**config.mk**
```make
export PLATFORM = sky130hd
export DESIGN_NAME = unsigned_decimal_to_ascii
export DESIGN_NICKNAME = d
export VERILOG_FILES = /design/src/rtl/udta_pkg.sv /design/src/rtl/udta_front.sv /design/src/rtl/udta_queue.sv /design/src/rtl/udta_back.sv /design/src/rtl/unsigned_decimal_to_ascii.sv
export SDC_FILE = /design/constraint.sdc
export NUM_CORES = 1
export LEC_CHECK = 0
export BUFFER_PORTS_ARGS = -buffer_cell sky130_fd_sc_hd__buf_2
export CAP_MARGIN = 40
export CORE_MARGIN = 4
export CORE_UTILIZATION = 45
export DETAILED_ROUTE_END_ITERATION = 10
export GPL_TIMING_DRIVEN = 0
export PLACE_DENSITY = 0.63
export SYNTH_ARGS = -nofsm -noshare
export SYNTH_HDL_FRONTEND = slang
export SYNTH_HIERARCHICAL = 1
export SYNTH_SLANG_ARGS = --single-unit
```
**constraint.sdc**
```tcl
create_clock -name clock -period 12.1 [get_ports clock]
set_clock_uncertainty 0.15 [all_clocks]
set_input_delay 1.815 -clock clock [delete_from_list [all_inputs] [get_ports clock]]
set_output_delay 1.815 -clock clock [all_outputs]
set_load 0.005 [all_outputs]
```
**src/rtl/udta_pkg.sv**
```systemverilog
package udta_pkg;

   localparam int DEFAULT_VALUE_WIDTH = 32;
   localparam int VALUE_BITS = 32;
   localparam int DIGIT_BITS = 6;
   localparam int LENGTH_BITS = 4;
   localparam int QUEUE_DEPTH = 2;
   localparam logic [DIGIT_BITS-1:0] ASCII_ZERO = 6'd48;

   typedef struct packed {
      logic full;
      logic empty;
   } queue_status_type;

   // Decimal digits of the largest value of the given width: 1233/4096 is log10(2).
   function automatic int max_digits(input int width);
      return ((width * 1233) >>> 12) + 1;
   endfunction

   function automatic int count_bits(input int width);
      return $clog2(max_digits(width) + 1);
   endfunction

endpackage

```
**src/rtl/udta_front.sv**
```systemverilog
module udta_front #(
   parameter int VALUE_WIDTH = udta_pkg::DEFAULT_VALUE_WIDTH,
   localparam int DATA_W = udta_pkg::count_bits(VALUE_WIDTH)
                           + 4 * udta_pkg::max_digits(VALUE_WIDTH)
) (
   input  logic                      clock,
   input  logic                      reset,
   input  logic                      start,
   input  logic [VALUE_WIDTH-1:0]    value,
   input  udta_pkg::queue_status_type queue_status,
   output logic                      busy,
   output logic                      push,
   output logic [DATA_W-1:0]         push_data
);
   import udta_pkg::*;

   localparam int STEP = 4;
   localparam int MAX_DIGITS = max_digits(VALUE_WIDTH);
   localparam int BCD_W = 4 * MAX_DIGITS;
   localparam int CNT_W = count_bits(VALUE_WIDTH);
   localparam int PAD_W = ((VALUE_WIDTH + STEP - 1) / STEP) * STEP;
   localparam int STEPS = PAD_W / STEP;
   localparam int STEP_W = (STEPS > 1) ? $clog2(STEPS) : 1;

   localparam logic [1:0] FRONT_IDLE = 2'd0;
   localparam logic [1:0] FRONT_CONV = 2'd1;
   localparam logic [1:0] FRONT_PUSH = 2'd2;

   logic [1:0]        state_ff, state_in;
   logic [PAD_W-1:0]  val_ff, val_in;
   logic [BCD_W-1:0]  bcd_ff, bcd_in;
   logic [STEP_W-1:0] step_ff, step_in;
   logic [BCD_W-1:0]  bcd_step;
   logic [CNT_W-1:0]  len;
   logic [STEP-1:0]   top_bits;

   assign top_bits = val_ff[PAD_W-1 -: STEP];

   // Four rounds of shift-and-add-3 per cycle, most significant value bit first.
   always_comb begin
      bcd_step = bcd_ff;
      for (int s = 0; s < STEP; s++) begin
         for (int d = 0; d < MAX_DIGITS; d++) begin
            if (bcd_step[4*d +: 4] >= 4'd5) begin
               bcd_step[4*d +: 4] = bcd_step[4*d +: 4] + 4'd3;
            end
         end
         bcd_step = {bcd_step[BCD_W-2:0], top_bits[STEP-1-s]};
      end
   end

   // The run length is set by the highest nonzero digit; zero still gives one digit.
   always_comb begin
      len = CNT_W'(1);
      for (int d = 0; d < MAX_DIGITS; d++) begin
         if (bcd_ff[4*d +: 4] != 4'd0) begin
            len = CNT_W'(d + 1);
         end
      end
   end

   always_comb begin
      state_in = state_ff;
      val_in = val_ff;
      bcd_in = bcd_ff;
      step_in = step_ff;
      push = 1'b0;
      unique case (state_ff)
         FRONT_IDLE: begin
            if (start) begin
               val_in = PAD_W'(value);
               bcd_in = '0;
               step_in = STEP_W'(STEPS - 1);
               state_in = FRONT_CONV;
            end
         end
         FRONT_CONV: begin
            val_in = val_ff << STEP;
            bcd_in = bcd_step;
            if (step_ff == '0) begin
               state_in = FRONT_PUSH;
            end else begin
               step_in = step_ff - 1'b1;
            end
         end
         FRONT_PUSH: begin
            if (!queue_status.full) begin
               push = 1'b1;
               state_in = FRONT_IDLE;
            end
         end
         default: begin
            state_in = FRONT_IDLE;
         end
      endcase
   end

   assign busy = (state_ff != FRONT_IDLE);
   assign push_data = {len, bcd_ff};

   always_ff @(posedge clock) begin
      if (reset) begin
         state_ff <= FRONT_IDLE;
      end else begin
         state_ff <= state_in;
      end
   end

   always_ff @(posedge clock) begin
      val_ff <= val_in;
      bcd_ff <= bcd_in;
      step_ff <= step_in;
   end

endmodule

```
**src/rtl/udta_queue.sv**
```systemverilog
module udta_queue #(
   parameter int WIDTH = 8
) (
   input  logic                       clock,
   input  logic                       reset,
   input  logic                       push,
   input  logic [WIDTH-1:0]           push_data,
   input  logic                       pop,
   output logic [WIDTH-1:0]           pop_data,
   output udta_pkg::queue_status_type status
);
   import udta_pkg::*;

   localparam int PTR_W = (QUEUE_DEPTH > 1) ? $clog2(QUEUE_DEPTH) : 1;
   localparam int CNT_W = $clog2(QUEUE_DEPTH + 1);

   logic [WIDTH-1:0] entry_ff [QUEUE_DEPTH];
   logic [PTR_W-1:0] wr_ptr_ff, wr_ptr_in;
   logic [PTR_W-1:0] rd_ptr_ff, rd_ptr_in;
   logic [CNT_W-1:0] count_ff, count_in;
   logic             do_push;
   logic             do_pop;

   assign status.full = (count_ff == CNT_W'(QUEUE_DEPTH));
   assign status.empty = (count_ff == '0);
   assign do_push = push && !status.full;
   assign do_pop = pop && !status.empty;
   assign pop_data = entry_ff[rd_ptr_ff];

   always_comb begin
      wr_ptr_in = wr_ptr_ff;
      rd_ptr_in = rd_ptr_ff;
      count_in = count_ff;
      if (do_push) begin
         wr_ptr_in = (wr_ptr_ff == PTR_W'(QUEUE_DEPTH - 1)) ? '0 : wr_ptr_ff + 1'b1;
      end
      if (do_pop) begin
         rd_ptr_in = (rd_ptr_ff == PTR_W'(QUEUE_DEPTH - 1)) ? '0 : rd_ptr_ff + 1'b1;
      end
      if (do_push && !do_pop) begin
         count_in = count_ff + 1'b1;
      end else if (do_pop && !do_push) begin
         count_in = count_ff - 1'b1;
      end
   end

   always_ff @(posedge clock) begin
      if (reset) begin
         wr_ptr_ff <= '0;
         rd_ptr_ff <= '0;
         count_ff <= '0;
      end else begin
         wr_ptr_ff <= wr_ptr_in;
         rd_ptr_ff <= rd_ptr_in;
         count_ff <= count_in;
      end
   end

   always_ff @(posedge clock) begin
      if (do_push) begin
         entry_ff[wr_ptr_ff] <= push_data;
      end
   end

endmodule

```
**src/rtl/udta_back.sv**
```systemverilog
module udta_back #(
   parameter int VALUE_WIDTH = udta_pkg::DEFAULT_VALUE_WIDTH,
   localparam int DATA_W = udta_pkg::count_bits(VALUE_WIDTH)
                           + 4 * udta_pkg::max_digits(VALUE_WIDTH)
) (
   input  logic                            clock,
   input  logic                            reset,
   input  udta_pkg::queue_status_type      queue_status,
   input  logic [DATA_W-1:0]               pop_data,
   output logic                            pop,
   output logic                            rsp_valid,
   output logic [udta_pkg::DIGIT_BITS-1:0] rsp_digit_char,
   output logic                            rsp_last,
   output logic [udta_pkg::LENGTH_BITS-1:0] rsp_total_length
);
   import udta_pkg::*;

   localparam int MAX_DIGITS = max_digits(VALUE_WIDTH);
   localparam int BCD_W = 4 * MAX_DIGITS;
   localparam int CNT_W = count_bits(VALUE_WIDTH);
   localparam int IDX_W = $clog2(MAX_DIGITS);

   logic                   active_ff, active_in;
   logic [IDX_W-1:0]       idx_ff, idx_in;
   logic [CNT_W-1:0]       len_ff, len_in;
   logic [BCD_W-1:0]       bcd_ff, bcd_in;
   logic [CNT_W-1:0]       pop_len;
   logic [3:0]             digit;
   logic [CNT_W+LENGTH_BITS-1:0] len_wide;

   assign pop_len = pop_data[DATA_W-1 -: CNT_W];

   // A new run is taken as soon as the current one shows its final digit.
   assign pop = !queue_status.empty && (!active_ff || idx_ff == '0);

   always_comb begin
      active_in = active_ff;
      idx_in = idx_ff;
      len_in = len_ff;
      bcd_in = bcd_ff;
      if (pop) begin
         active_in = 1'b1;
         idx_in = IDX_W'(pop_len - 1'b1);
         len_in = pop_len;
         bcd_in = pop_data[BCD_W-1:0];
      end else if (active_ff) begin
         if (idx_ff == '0) begin
            active_in = 1'b0;
         end else begin
            idx_in = idx_ff - 1'b1;
         end
      end
   end

   assign digit = bcd_ff[{idx_ff, 2'b00} +: 4];
   assign len_wide = {{LENGTH_BITS{1'b0}}, len_ff};

   assign rsp_valid = active_ff;
   assign rsp_digit_char = ASCII_ZERO + {{(DIGIT_BITS-4){1'b0}}, digit};
   assign rsp_last = active_ff && (idx_ff == '0);
   assign rsp_total_length = rsp_last ? len_wide[LENGTH_BITS-1:0] : '0;

   always_ff @(posedge clock) begin
      if (reset) begin
         active_ff <= 1'b0;
      end else begin
         active_ff <= active_in;
      end
   end

   always_ff @(posedge clock) begin
      idx_ff <= idx_in;
      len_ff <= len_in;
      bcd_ff <= bcd_in;
   end

endmodule

```
**src/rtl/unsigned_decimal_to_ascii.sv**
```systemverilog
// Converts an unsigned value to decimal ASCII text, one character per word, most
// significant digit first and without leading zeros; zero gives a single '0'. A value
// is taken when start is high and busy is low. The converter works four bits per
// cycle, and busy stays high after each accepted word until its result is pushed into
// the queue, so a new value is only taken once the previous one is in it. Finished
// conversions wait in a two-entry queue; the output side then shows each run one
// character per cycle on consecutive cycles, with rsp_valid as the strobe. The receiver
// cannot stall: each character is on the rsp_ ports for exactly one cycle.
// rsp_total_length holds the character count on the word with rsp_last set and zero
// otherwise. When the queue is full, busy stays high until a run starts to drain.
module unsigned_decimal_to_ascii #(
   parameter int VALUE_WIDTH = udta_pkg::DEFAULT_VALUE_WIDTH
) (
   input  logic                             clock,
   input  logic                             reset,
   input  logic                             start,
   output logic                             busy,
   input  logic [udta_pkg::VALUE_BITS-1:0]  req_value,
   output logic                             rsp_valid,
   output logic [udta_pkg::DIGIT_BITS-1:0]  rsp_digit_char,
   output logic                             rsp_last,
   output logic [udta_pkg::LENGTH_BITS-1:0] rsp_total_length
);
   import udta_pkg::*;

   localparam int DATA_W = count_bits(VALUE_WIDTH) + 4 * max_digits(VALUE_WIDTH);

   logic [VALUE_WIDTH-1:0] value;
   logic                   push;
   logic                   pop;
   logic [DATA_W-1:0]      push_data;
   logic [DATA_W-1:0]      pop_data;
   queue_status_type       queue_status;

   // Bits above the configured width are dropped.
   assign value = VALUE_WIDTH'(req_value);

   udta_front #(
      .VALUE_WIDTH(VALUE_WIDTH)
   ) u_front (
      .clock(clock),
      .reset(reset),
      .start(start),
      .value(value),
      .queue_status(queue_status),
      .busy(busy),
      .push(push),
      .push_data(push_data)
   );

   udta_queue #(
      .WIDTH(DATA_W)
   ) u_queue (
      .clock(clock),
      .reset(reset),
      .push(push),
      .push_data(push_data),
      .pop(pop),
      .pop_data(pop_data),
      .status(queue_status)
   );

   udta_back #(
      .VALUE_WIDTH(VALUE_WIDTH)
   ) u_back (
      .clock(clock),
      .reset(reset),
      .queue_status(queue_status),
      .pop_data(pop_data),
      .pop(pop),
      .rsp_valid(rsp_valid),
      .rsp_digit_char(rsp_digit_char),
      .rsp_last(rsp_last),
      .rsp_total_length(rsp_total_length)
   );

endmodule

```
======== After elaboration in Yosys (flattened, before gate mapping) ========
Memory sizes are Yosys's and may differ from the RTL's. A register that Yosys moved wholly into a read port is not among the register bits.
Index checks and enable logic that the tools add are counted.
storage, ports and cells
  memories ................................ 1
  output and inout port bits .............. 13
  RAM bits ................................ 88
  bits in read-only memories .............. 0
  register bits after elaboration ......... 130
  latch bits .............................. 0
memories
  name              depth  bits a word  read ports  clocked after memory_dff  wr ports  RTL line          RTL
  u_queue.entry_ff  2      44           1           1                         1         udta_queue.sv:17  logic [WIDTH-1:0] entry_ff [QUEUE_DEPTH];
cells by class
  bitwise logic cells ..................... 0
  multipliers ............................. 0
  shifts and indexed selects .............. 1
  div/mod/pow operators ................... 0
  $lt $le $gt $ge ......................... 40
  reductions and logical operators ........ 33
  equal/unequal tests ..................... 8
  muxes and demuxes ....................... 77
  $add $sub $neg .......................... 48
operator list
  kind                                                               number
  2-to-1 mux 4 bit                                                   43
  greater-or-equal comparator 4 x 3 -> 1 bit, second input constant  40
  adder 4 x 2 -> 4 bit, second input constant                        36
  one-hot mux 40 bit (2 select lines)                                1
  one-hot mux 32 bit (2 select lines)                                1
  2-to-1 mux 40 bit                                                  1
  indexed part select 40 x 7 -> 4 bit                                1
  nonzero test 4 bit                                                 9
  2-to-1 mux 32 bit                                                  1
  2-to-1 mux 3 bit                                                   10
  2-to-1 mux 2 bit                                                   7
  adder 3 x 2 -> 3 bit, second input constant                        4
  2-to-1 mux 1 bit                                                   11
  != test 2 bit, second input constant                               4
  nonzero test 2 bit                                                 4
  subtractor 4 x 1 -> 4 bit, second input constant                   2
  adder 5 x 5 -> 6 bit, first input constant                         1
  logical AND 1 bit                                                  6
  one-hot mux 2 bit (3 select lines)                                 1
  one-hot mux 3 bit (2 select lines)                                 1
  AND reduction 3 bit                                                2
  zero test 1 bit                                                    5
  == test 2 bit, second input constant                               2
  zero test 2 bit                                                    2
  other kinds (10)                                                   12

======== Longest topological paths before layout ========
Gate-level depths: netlist of run 1.
  word-level depth ........................ 10
  mapped depth ............................ 20
  mapped depth without buffers ............ 20

======== Cells and area by module ========
Netlist of run 1, hierarchy kept.
by module, submodules not included
  module      times used  seq. area each (um2)  cells an instance  area each (um2)
  udta_front  1           2292.2                1041               8046.5
  udta_queue  1           2742.6                162                3380.7
  udta_back   1           1461.4                119                2072.0

======== Worst setup path after synthesis of run 1 ========
OpenSTA, ideal clock, no wires.
  path type ............................... in2reg
  start point ............................. input port start
  end point ............................... register u_front.bcd_ff[0], enable pin
  path slack .............................. 6579 ps
  arrival time ............................ 4868 ps
  stages on the path ...................... 2
  path buffers ............................ 0
  cell sequence ........................... nor2_1 nor2_1
between the ends
  longest elaborated chain between the ends .. 2
ends and longest elaborated chain
  element                               RTL line                         RTL
  start, declared                       unsigned_decimal_to_ascii.sv:16  input logic start,
  != test 2 bit (no source line)        --
  AND reduction 2 bit (no source line)  --
  end signal, assigned                  udta_front.sv:111                bcd_ff <= bcd_in;
  end, declared                         udta_front.sv:31                 logic [BCD_W-1:0] bcd_ff, bcd_in;
No other way between the ends.
A chain may end at the register's enable or synchronous reset.

======== Final worst setup path of run 1 ========
  start point ............................. register u_front.bcd_ff[20]
  end point ............................... register u_front.bcd_ff[28] (data pin)
between the ends
  longest elaborated chain between the ends .. 9
ends and longest elaborated chain
  element                                                                                    RTL line                            RTL
  adder 4 x 2 -> 4 bit / greater-or-equal comparator 4 x 3 -> 1 bit (equally long branches)  udta_front.sv:45, udta_front.sv:44
  2-to-1 mux 4 bit *                                                                         udta_front.sv:44                    if (bcd_step[4*d +: 4] >= 4'd5) begin
  adder 4 x 2 -> 4 bit / greater-or-equal comparator 4 x 3 -> 1 bit (equally long branches)  udta_front.sv:45, udta_front.sv:44
  2-to-1 mux 4 bit                                                                           udta_front.sv:44
  adder 4 x 2 -> 4 bit / greater-or-equal comparator 4 x 3 -> 1 bit (equally long branches)  udta_front.sv:45, udta_front.sv:44
  2-to-1 mux 4 bit                                                                           udta_front.sv:44
  adder 4 x 2 -> 4 bit / greater-or-equal comparator 4 x 3 -> 1 bit (equally long branches)  udta_front.sv:45, udta_front.sv:44
  2-to-1 mux 4 bit *                                                                         udta_front.sv:44
  one-hot mux 40 bit (2 select lines) *                                                      udta_front.sv:68                    unique case (state_ff)
Mark *: on every way between the ends. The rest lies on a longest branch, timed or not.

==> impl_metrics.json, run 1 <==
{
  "numClockSinks": 219,
  "yosysWarnings": 6,
  "critPathMaxStageDelay_ps": 500,
  "syn-cell-area_mm2": 0.0135,
  "pin_count": 48,
  "ctsHoldBuffers": 0,
  "crit_family": "simple AND/OR/NAND/NOR gates",
  "reg2reg_depth": 15,
  "core.rowCount": 63,
  "cp.depth": 15,
  "ff_latch_area_mm2": 0.00650,
  "die_w_um": 181,
  "core-area_mm2": 0.0296,
  "finalCritPeriodShare_pct": 37.2,
  "avgSynthCellArea_um2": 10.2,
  "startpoint_type": "flop",
  "fin_area_mm2": 0.0151,
  "initial_core_util_pct": 45.5,
  "clock_path_buffers": 3,
  "worstSkewPairLatency_ps": 500,
  "drc": 0,
  "grt_usage_pct": 17.4,
  "vias": 10400,
  "drt-initial-drc-count": 685,
  "overflow": 0,
  "via_per_inst": 5.73,
  "min_path_type": "reg -> reg",
  "antenna_found_initial": 0,
  "instances_no_fill": 1808,
  "worstPathArrival_ps": 4670,
  "tns_ps": 0,
  "drtAntennaViolNets": 0,
  "clk_pin_slew_worst_paths_ps": 60,
  "finalSetupViolCount": 0,
  "placed_area_mm2": 0.0144,
  "ys_ff_latch": 219,
  "grt_pass1_wl_mm": 48.5,
  "reg2reg_from": "u_front/bcd_ff[20]",
  "cts_resized": 0,
  "nets": 1471,
  "hpwlAfterDp_mm": 21.2,
  "area_delta_synth_final_pct": 12.0,
  "final_cell_mix": "edfxtp_1 (211), nand2_1 (207), nor2_1 (93), a21oi_1 (77), o21ai_0 (71)",
  "crit_fanout": 8,
  "status": "completed",
  "min_from": "u_front/bcd_ff[7]",
  "wl_per_cell_um": 16.2,
  "multiInputGateArea_mm2": 0.00659,
  "dr.pass1.iters": 6,
  "max-cap-violations": 0,
  "grt_start_max_net_pins": 31,
  "synth_flop_cell": "edfxtp_1",
  "portBuffers": 45,
  "max_freq_mhz": 222,
  "synthDistinctLibCells": 100,
  "synth_top_area_cell": "edfxtp_1",
  "synth_area_leaders": "edfxtp_1 (47%), nand2_1 (5.8%), mux2_2 (5.3%), ha_1 (3.3%), a21oi_1 (2.9%)",
  "synth-edff-count": 211,
  "dp_cells": 1764,
  "hold_viol": 0,
  "hold-path-cell-count": 0,
  "place_congestion": 0.888,
  "htree_levels": 1,
  "relSlewSlack_pct": 37.8,
  "crit_start": "u_front/bcd_ff[20]",
  "drive_above_1_share_pct": 15.7,
  "layout_commonest_cell": "edfxtp_1",
  "antenna_cells": 0,
  "synth-async-reset-ratio_pct": 0,
  "root_buffer": "clkbuf_16",
  "cts_buffers": 24,
  "ys_seq_area_share_pct": 48.1,
  "rsz0062_at_grt": "false",
  "wl_mm": 29.3,
  "crit_chain": "inv_1 -> ha_1 -> nand2b_1 -> a21oi_1 -> mux2_2 -> or3_1 -> nand2_1 -> inv_2 -> ha_1 -> maj3_1 -> a221oi_2 -> nor2_1 -> mux2_2 -> or3_1 -> a21oi_1",
  "die_area_mm2": 0.0328,
  "die_y_um": 181,
  "period_needed_ps": 4500,
  "worstSetupEndpointType": "flop",
  "cp_slowest_cell": "edfxtp_1",
  "syn_inst": 1322,
  "worst_pin_slew_ps": 921,
  "fill_cells": 2724,
  "finalMaxSlewViolations": 0,
  "worst-path-buf-inv": 2,
  "post-cts-setup-buffers": 0,
  "path_class": "reg -> reg",
  "holdWs_ps": 314,
  "required_ps": 12280,
  "grt_pass1_vias": 9592,
  "tritoncts": "built",
  "synth_top_cell_area_share_pct": 46.9
}
[final timing paths]
check / end / slack (ps)
setup / recovery: u_front/bcd_ff[28] / 7600
hold / removal: u_queue/entry_ff[0][7] / 310
setup reg to reg: u_front/bcd_ff[28] / 7600
hold reg to reg: u_queue/entry_ff[0][7] / 310
[sequential cells by signal (all words and copies together), names as in the netlist, named ones only]
register / cells
u_back/bcd_ff: 40
u_front/step_ff: 3
u_queue/wr_ptr_ff: 1
u_queue/rd_ptr_ff: 1
u_back/rsp_valid: 1
u_back/len_ff: 4
u_back/idx_ff: 4
u_front/bcd_ff: 40
u_front/val_ff: 32
u_queue/entry_ff: 88
u_front/state_ff: 2
u_queue/count_ff: 2
[synth_stat cells (all sizes together) (5+ instances only)]
master   number
mux2         68
a221oi       10
inv          40
o31ai         6
o21ai        81
and3         12
or3          17
buf          26
dfxtp         8
a2bb2oi       5
nor2b        12
nand2b       23
a31oi        11
o211ai       18
a211oi       27
ha           36
a311oi        9
edfxtp      211
mux2i        22
o22ai         7
o31a          7
a21oi        79
or2          19
nor3b        11
nor2         95
and2         22
nor3         31
xor2          5
nand3        29
maj3          9
a22oi         7
a21o          8
nand2       207
clkbuf       31
o21a         14
xnor2         7
a2111oi       8
a211o         8
[through the flow]
step	setup WS [ps]	utilization (%)
after floorplan	6580	-
after global placement	4700	48.0
after detailed placement	7680	48.4
after CTS	7640	51.0
after global routing	7260	51.0
final	7600	51.0
[logic make-up (layout without fill, tap and decap cells)]
| group | count (synthesis) | in the layout | share of synthesized area [%] |
|---|---|---|---|
| adder cells (fa/ha/maj) | 45 | 45 | 4.01 |
| other | 1 | 2 | 0.0278 |
| XOR/XNOR | 12 | 12 | 0.779 |
| AND/OR/NAND/NOR | 498 | 498 | 17.5 |
| buffers and inverters | 97 | 192 | 3.15 |
| flip-flops | 219 | 219 | 48.1 |
| multiplexers | 94 | 94 | 8.14 |
| AO/OA/AOI/OAI | 356 | 356 | 18.3 |
[cell type report]
cell class	instances	share of cell area, %
buffer	57	1.82
clock buffer	27	4.05
clock inverter	17	0.977
inverter	40	0.993
multi-input combinational	1007	43.6
sequential	219	43.0
tap	390	3.23
timing repair buffer	51	2.35
[metal layers]
metal	GRT usage (%)	wire, µm	share of wire [%]
met5	0	0	0
met4	3.87	612	2.1
met3	1.85	1240	4.2
met2	27.2	13100	45
met1	26.3	14400	49
Power of run 1 is not shown: default switching activity piles up to over one toggle a cycle in this logic, so the estimate is an artifact.
==> inputs of run 2 (changes only) <==
Clock period 12.1 ns to 4.5 ns, I/O delays scaled along.
==> run 2 against run 1 <==
Die area unchanged. Clock-buffer cell count unchanged. Worst hold slack worse by 22 ps. Critical endpoint unchanged. Non-clock buffer count down 1. Via count down 0.61%. Utilization up 0.32 points. Flip-flop and latch count unchanged. Wire length up 0.37%.
==> impl_metrics.json, run 2 (same netlist as run 1, synthesis figures left out) <==
{
  "r2r_setup_slack_ps": 200,
  "startpoint_type": "flop",
  "worstSetupEndpointType": "flop",
  "clk_pin_slew_worst_paths_ps": 60,
  "tritoncts": "built",
  "pin_count": 48,
  "worstSkewPairLatency_ps": 500,
  "largest_register": "u_queue/entry_ff",
  "cp_slowest_cell": "edfxtp_1",
  "initial_core_util_pct": 45.5,
  "grt_pass1_vias": 9592,
  "wl_per_cell_um": 16.3,
  "numClockSinks": 219,
  "hold_viol": 0,
  "grt_usage_pct": 17.4,
  "root_buffer": "clkbuf_16",
  "antenna_found_initial": 0,
  "critPathMaxStageDelay_ps": 500,
  "drtAntennaViolNets": 0,
  "holdWs_ps": 291,
  "die_area_mm2": 0.0328,
  "grt_pass1_wl_mm": 48.5,
  "relSlewSlack_pct": 37.9,
  "via_per_inst": 5.70,
  "htree_levels": 1,
  "die_y_um": 181,
  "period_needed_ps": 4300,
  "path_class": "reg -> reg",
  "rsz0062_at_grt": "true",
  "core.rowCount": 63,
  "min_path_type": "in -> reg",
  "overflow": 0,
  "hpwlAfterDp_mm": 21.2,
  "crit_fanout": 8,
  "grt_start_max_net_pins": 31,
  "worst_pin_slew_ps": 919,
  "layout_commonest_cell": "edfxtp_1",
  "finalMaxSlewViolations": 0,
  "finalCritPeriodShare_pct": 95.7,
  "post-cts-setup-buffers": 0,
  "dr.pass1.iters": 5,
  "vias": 10300,
  "max_freq_mhz": 232,
  "crit_chain": "ha_1 -> nand2b_1 -> a21oi_2 -> mux2_2 -> or3_4 -> nand2_2 -> inv_2 -> ha_1 -> maj3_1 -> a221oi_4 -> nor2_1 -> mux2_2 -> or3_1 -> a21oi_1",
  "max-cap-violations": 0,
  "required_ps": 4680,
  "drc": 0,
  "status": "completed",
  "clock_path_buffers": 3,
  "area_delta_synth_final_pct": 12.7,
  "reg_top3": "u_queue/entry_ff (88), u_back/bcd_ff (40), u_front/bcd_ff (40)",
  "cts_buffers": 24,
  "drt-initial-drc-count": 722,
  "place_congestion": 0.888,
  "core-area_mm2": 0.0296,
  "worstPathArrival_ps": 4480,
  "final_cell_mix": "edfxtp_1 (211), nand2_1 (206), nor2_1 (91), a21oi_1 (76), o21ai_0 (69)",
  "nets": 1470,
  "wl_mm": 29.4,
  "die_w_um": 181,
  "largest_register_ff_count": 88,
  "drive_above_1_share_pct": 17.1,
  "finalSetupViolCount": 0,
  "portBuffers": 45
}
==> run 2: final cells by class <==
class	instances	area, µm²
Antenna cell	1	2.50
Buffer	56	274
Clock buffer	27	612
Clock inverter	17	148
Fill cell	2716	14400
Inverter	40	150
Multi-Input combinational cell	1007	6690
Sequential cell	219	6500
Tap cell	390	488
Timing Repair Buffer	51	355
==> run 2: worst paths after layout <==
path	start	to	cells after the start
setup reg to reg	u_front/bcd_ff[20]	u_front/bcd_ff[28]	14
setup / recovery	u_front/bcd_ff[20]	u_front/bcd_ff[28]	14
hold / removal	req_value[31]	u_front/val_ff[31]	3
hold reg to reg	u_front/bcd_ff[7]	u_queue/entry_ff[0][7]	0
==> run 2: layer usage <==
layer	share of wire [%]	global-route usage (%)	vias to the layer above
met4	2.1	3.87	0
met1	49	26.3	4896
li1	-	-	5155
met3	3.9	1.85	30
met5	0	0	-
met2	45	27.2	222
==> run 2: stage by stage <==
| step | util [%] | cells | worst slack [ps] | TNS, ps | cell area (µm²) |
|---|---|---|---|---|---|
| 3_5_place_dp | 48.4 | 1764 | 75.0 | 0 | 14400 |
| 6_report | 51.3 | 1808 | 195 | 0 | 15200 |
| 4_1_cts | 51.0 | 1808 | 39.4 | 0 | 15100 |
| 3_3_place_gp | 48.0 | 1758 | -1760 | -125880 | 14200 |
| 2_1_floorplan | - | 1323 | 119 | 0 | 13500 |
| 5_1_grt | 51.3 | 1807 | -66.9 | -88.9 | 15200 |
==> run 2: critical path, delay by kind of cell (launching register included) <==
kind	cells	cell delay [ps]
DFF	1	500
and+or+nand+nor	5	1150
AOI/OAI and AO/OA	3	700
muxes	2	720
buffers and inverters	1	50
adders and majority gates	3	860
==> run 2: timing repair <==
item | CTS | global route
hold buffers | 0 | 0
endpoints found under the setup margin | 0 | 17
resized for setup | 0 | 27
Power of run 2 is left out for the same reason.
==> inputs of run 3 (changes only) <==
Settings changed: CORE_MARGIN 4 to 5, GPL_TIMING_DRIVEN 0 to not set.
==> run 3 against run 2 <==
Utilization down 0.26 points. Wire length shrank 3.0%. Clock-buffer cell count decreased by 1. Flip-flop and latch count stayed put. Critical path type unchanged. Critical path depth increased by 1. Sequential share of layout area grew 0.23 points. Die area rose by 2.2%.
==> impl_metrics.json, run 3 (same netlist as run 1, synthesis figures left out) <==
{
  "finalCritPeriodShare_pct": 95.3,
  "cts_buffers": 24,
  "period_needed_ps": 4290,
  "overflow": 0,
  "hpwlAfterDp_mm": 20.0,
  "holdPathEnd": "u_front/val_ff[28]",
  "initial_core_util_pct": 45.5,
  "ctsHoldBuffers": 0,
  "relSlewSlack_pct": 45.4,
  "min_path_type": "in -> reg",
  "antenna_found_initial": 0,
  "area_delta_synth_final_pct": 12.1,
  "startpoint_type": "flop",
  "via_per_inst": 5.71,
  "hold-path-cell-count": 3,
  "hold_viol": 0,
  "rsz0062_at_grt": "false",
  "core.rowCount": 63,
  "max-cap-violations": 0,
  "drt-initial-drc-count": 682,
  "die_y_um": 183,
  "highest_layer": "met4",
  "final_cell_mix": "edfxtp_1 (211), nand2_1 (206), nor2_1 (92), a21oi_1 (77), o21ai_0 (71)",
  "required_ps": 4600,
  "largest_register_ff_count": 88,
  "drc": 0,
  "dr.pass1.iters": 5,
  "core-area_mm2": 0.0296,
  "tritoncts": "built",
  "worstPathArrival_ps": 4390,
  "drtAntennaViolNets": 0,
  "pin_count": 48,
  "wl_met3_um": 951,
  "finalSetupViolCount": 0,
  "worstSetupEndpointType": "flop",
  "grt_pass1_vias": 9439,
  "fin_util_pct": 51.1,
  "rr_endpoint": "u_front/bcd_ff[11]",
  "clk_pin_slew_worst_paths_ps": 60,
  "reg2reg_depth": 15,
  "die_area_mm2": 0.0336,
  "die_w_um": 183,
  "nets": 1434,
  "drive_above_1_share_pct": 16.8,
  "wl_per_cell_um": 16.1,
  "root_buffer": "clkbuf_16",
  "drt-met1-wl_mm": 13.7,
  "numClockSinks": 219,
  "crit_fanout": 9,
  "min_from": "req_value[28]",
  "largest_register": "u_queue/entry_ff",
  "grt_pass1_wl_mm": 47.4,
  "finalMaxSlewViolations": 0,
  "worstSkewPairLatency_ps": 520,
  "vias": 10100,
  "place_congestion": 0.845,
  "portBuffers": 45,
  "r2r_setup_slack_ps": 210,
  "post-cts-setup-buffers": 0,
  "path_class": "reg -> reg",
  "status": "completed",
  "max_freq_mhz": 233,
  "antenna_cells": 0,
  "layout_commonest_cell": "edfxtp_1",
  "reg_top3": "u_queue/entry_ff (88), u_back/bcd_ff (40), u_front/bcd_ff (40)",
  "tns_ps": 0,
  "met2_length_mm": 13.3,
  "grt_start_max_net_pins": 36,
  "grt_usage_pct": 16.6,
  "worst_pin_slew_ps": 809,
  "reg2reg_from": "u_front/bcd_ff[4]",
  "wl_mm": 28.6,
  "cts_resized": 0,
  "clock_path_buffers": 3,
  "htree_levels": 1
}
## run 3: cell types whose count changed in the layout (fill, tap and decap cells not counted), moves of 3 or more
cell       previous run  this run
buf_2                63        45
buf_4                 3        22
bufinv_16             2         6
clkbuf_1             30         2
clkbuf_2              3         0
mux2i_1              19        22
mux2i_2               3         0
## run 3: metal layers
metal / track usage [%] / vias up
met5: 0 / -
met4: 3.72 / 0
met3: 1.73 / 31
met2: 26.9 / 189
met1: 24.3 / 4807
li1: - / 5086
## run 3: worst max-delay path, cell delays in order (launching register included)
cell and delay, ps:
edfxtp_1 500, inv_1 130, ha_1 230, nand2b_1 100, a211oi_1 360, or2_0 400, nand3_1 230, nand2_1 190
inv_1 100, ha_1 220, maj3_1 370, a221oi_2 370, nor2_1 90, mux2i_1 230, nor3b_1 80, mux2_2 260
## run 3: area by class of cell
cell class                      instances  area [µm²]
Sequential cell                       219        6500
Tap cell                              390         488
Timing Repair Buffer                   71         485
Clock buffer                           26         608
Inverter                               40         150
Multi-Input combinational cell       1007        6660
Clock inverter                         17         248
Fill cell                            2692       14500
## run 3: per-stage QoR
step | area, µm² | setup WS [ps] | cells | hold slack, ps
after floorplan | 13500 | 119 | 1323 | 289
after global placement | 14100 | 302 | 1723 | 317
after detailed placement | 14200 | 167 | 1727 | 339
after CTS | 15100 | 150 | 1770 | 252
after global routing | 15100 | 1.75 | 1770 | 274
final | 15100 | 213 | 1770 | 272
## run 3: how the worst max path moves through the flow
stage                        from                  to  slack, ps
2_1_floorplan               start   u_front/bcd_ff[0]        120
3_3_place_gp   u_front/bcd_ff[20]  u_front/bcd_ff[28]        300
3_5_place_dp   u_front/bcd_ff[20]  u_front/bcd_ff[28]        170
4_1_cts        u_front/bcd_ff[20]  u_front/bcd_ff[28]        150
5_1_grt         u_front/bcd_ff[4]  u_front/bcd_ff[11]          2
6_report        u_front/bcd_ff[4]  u_front/bcd_ff[11]        210
Power of run 3 is left out for the same reason.
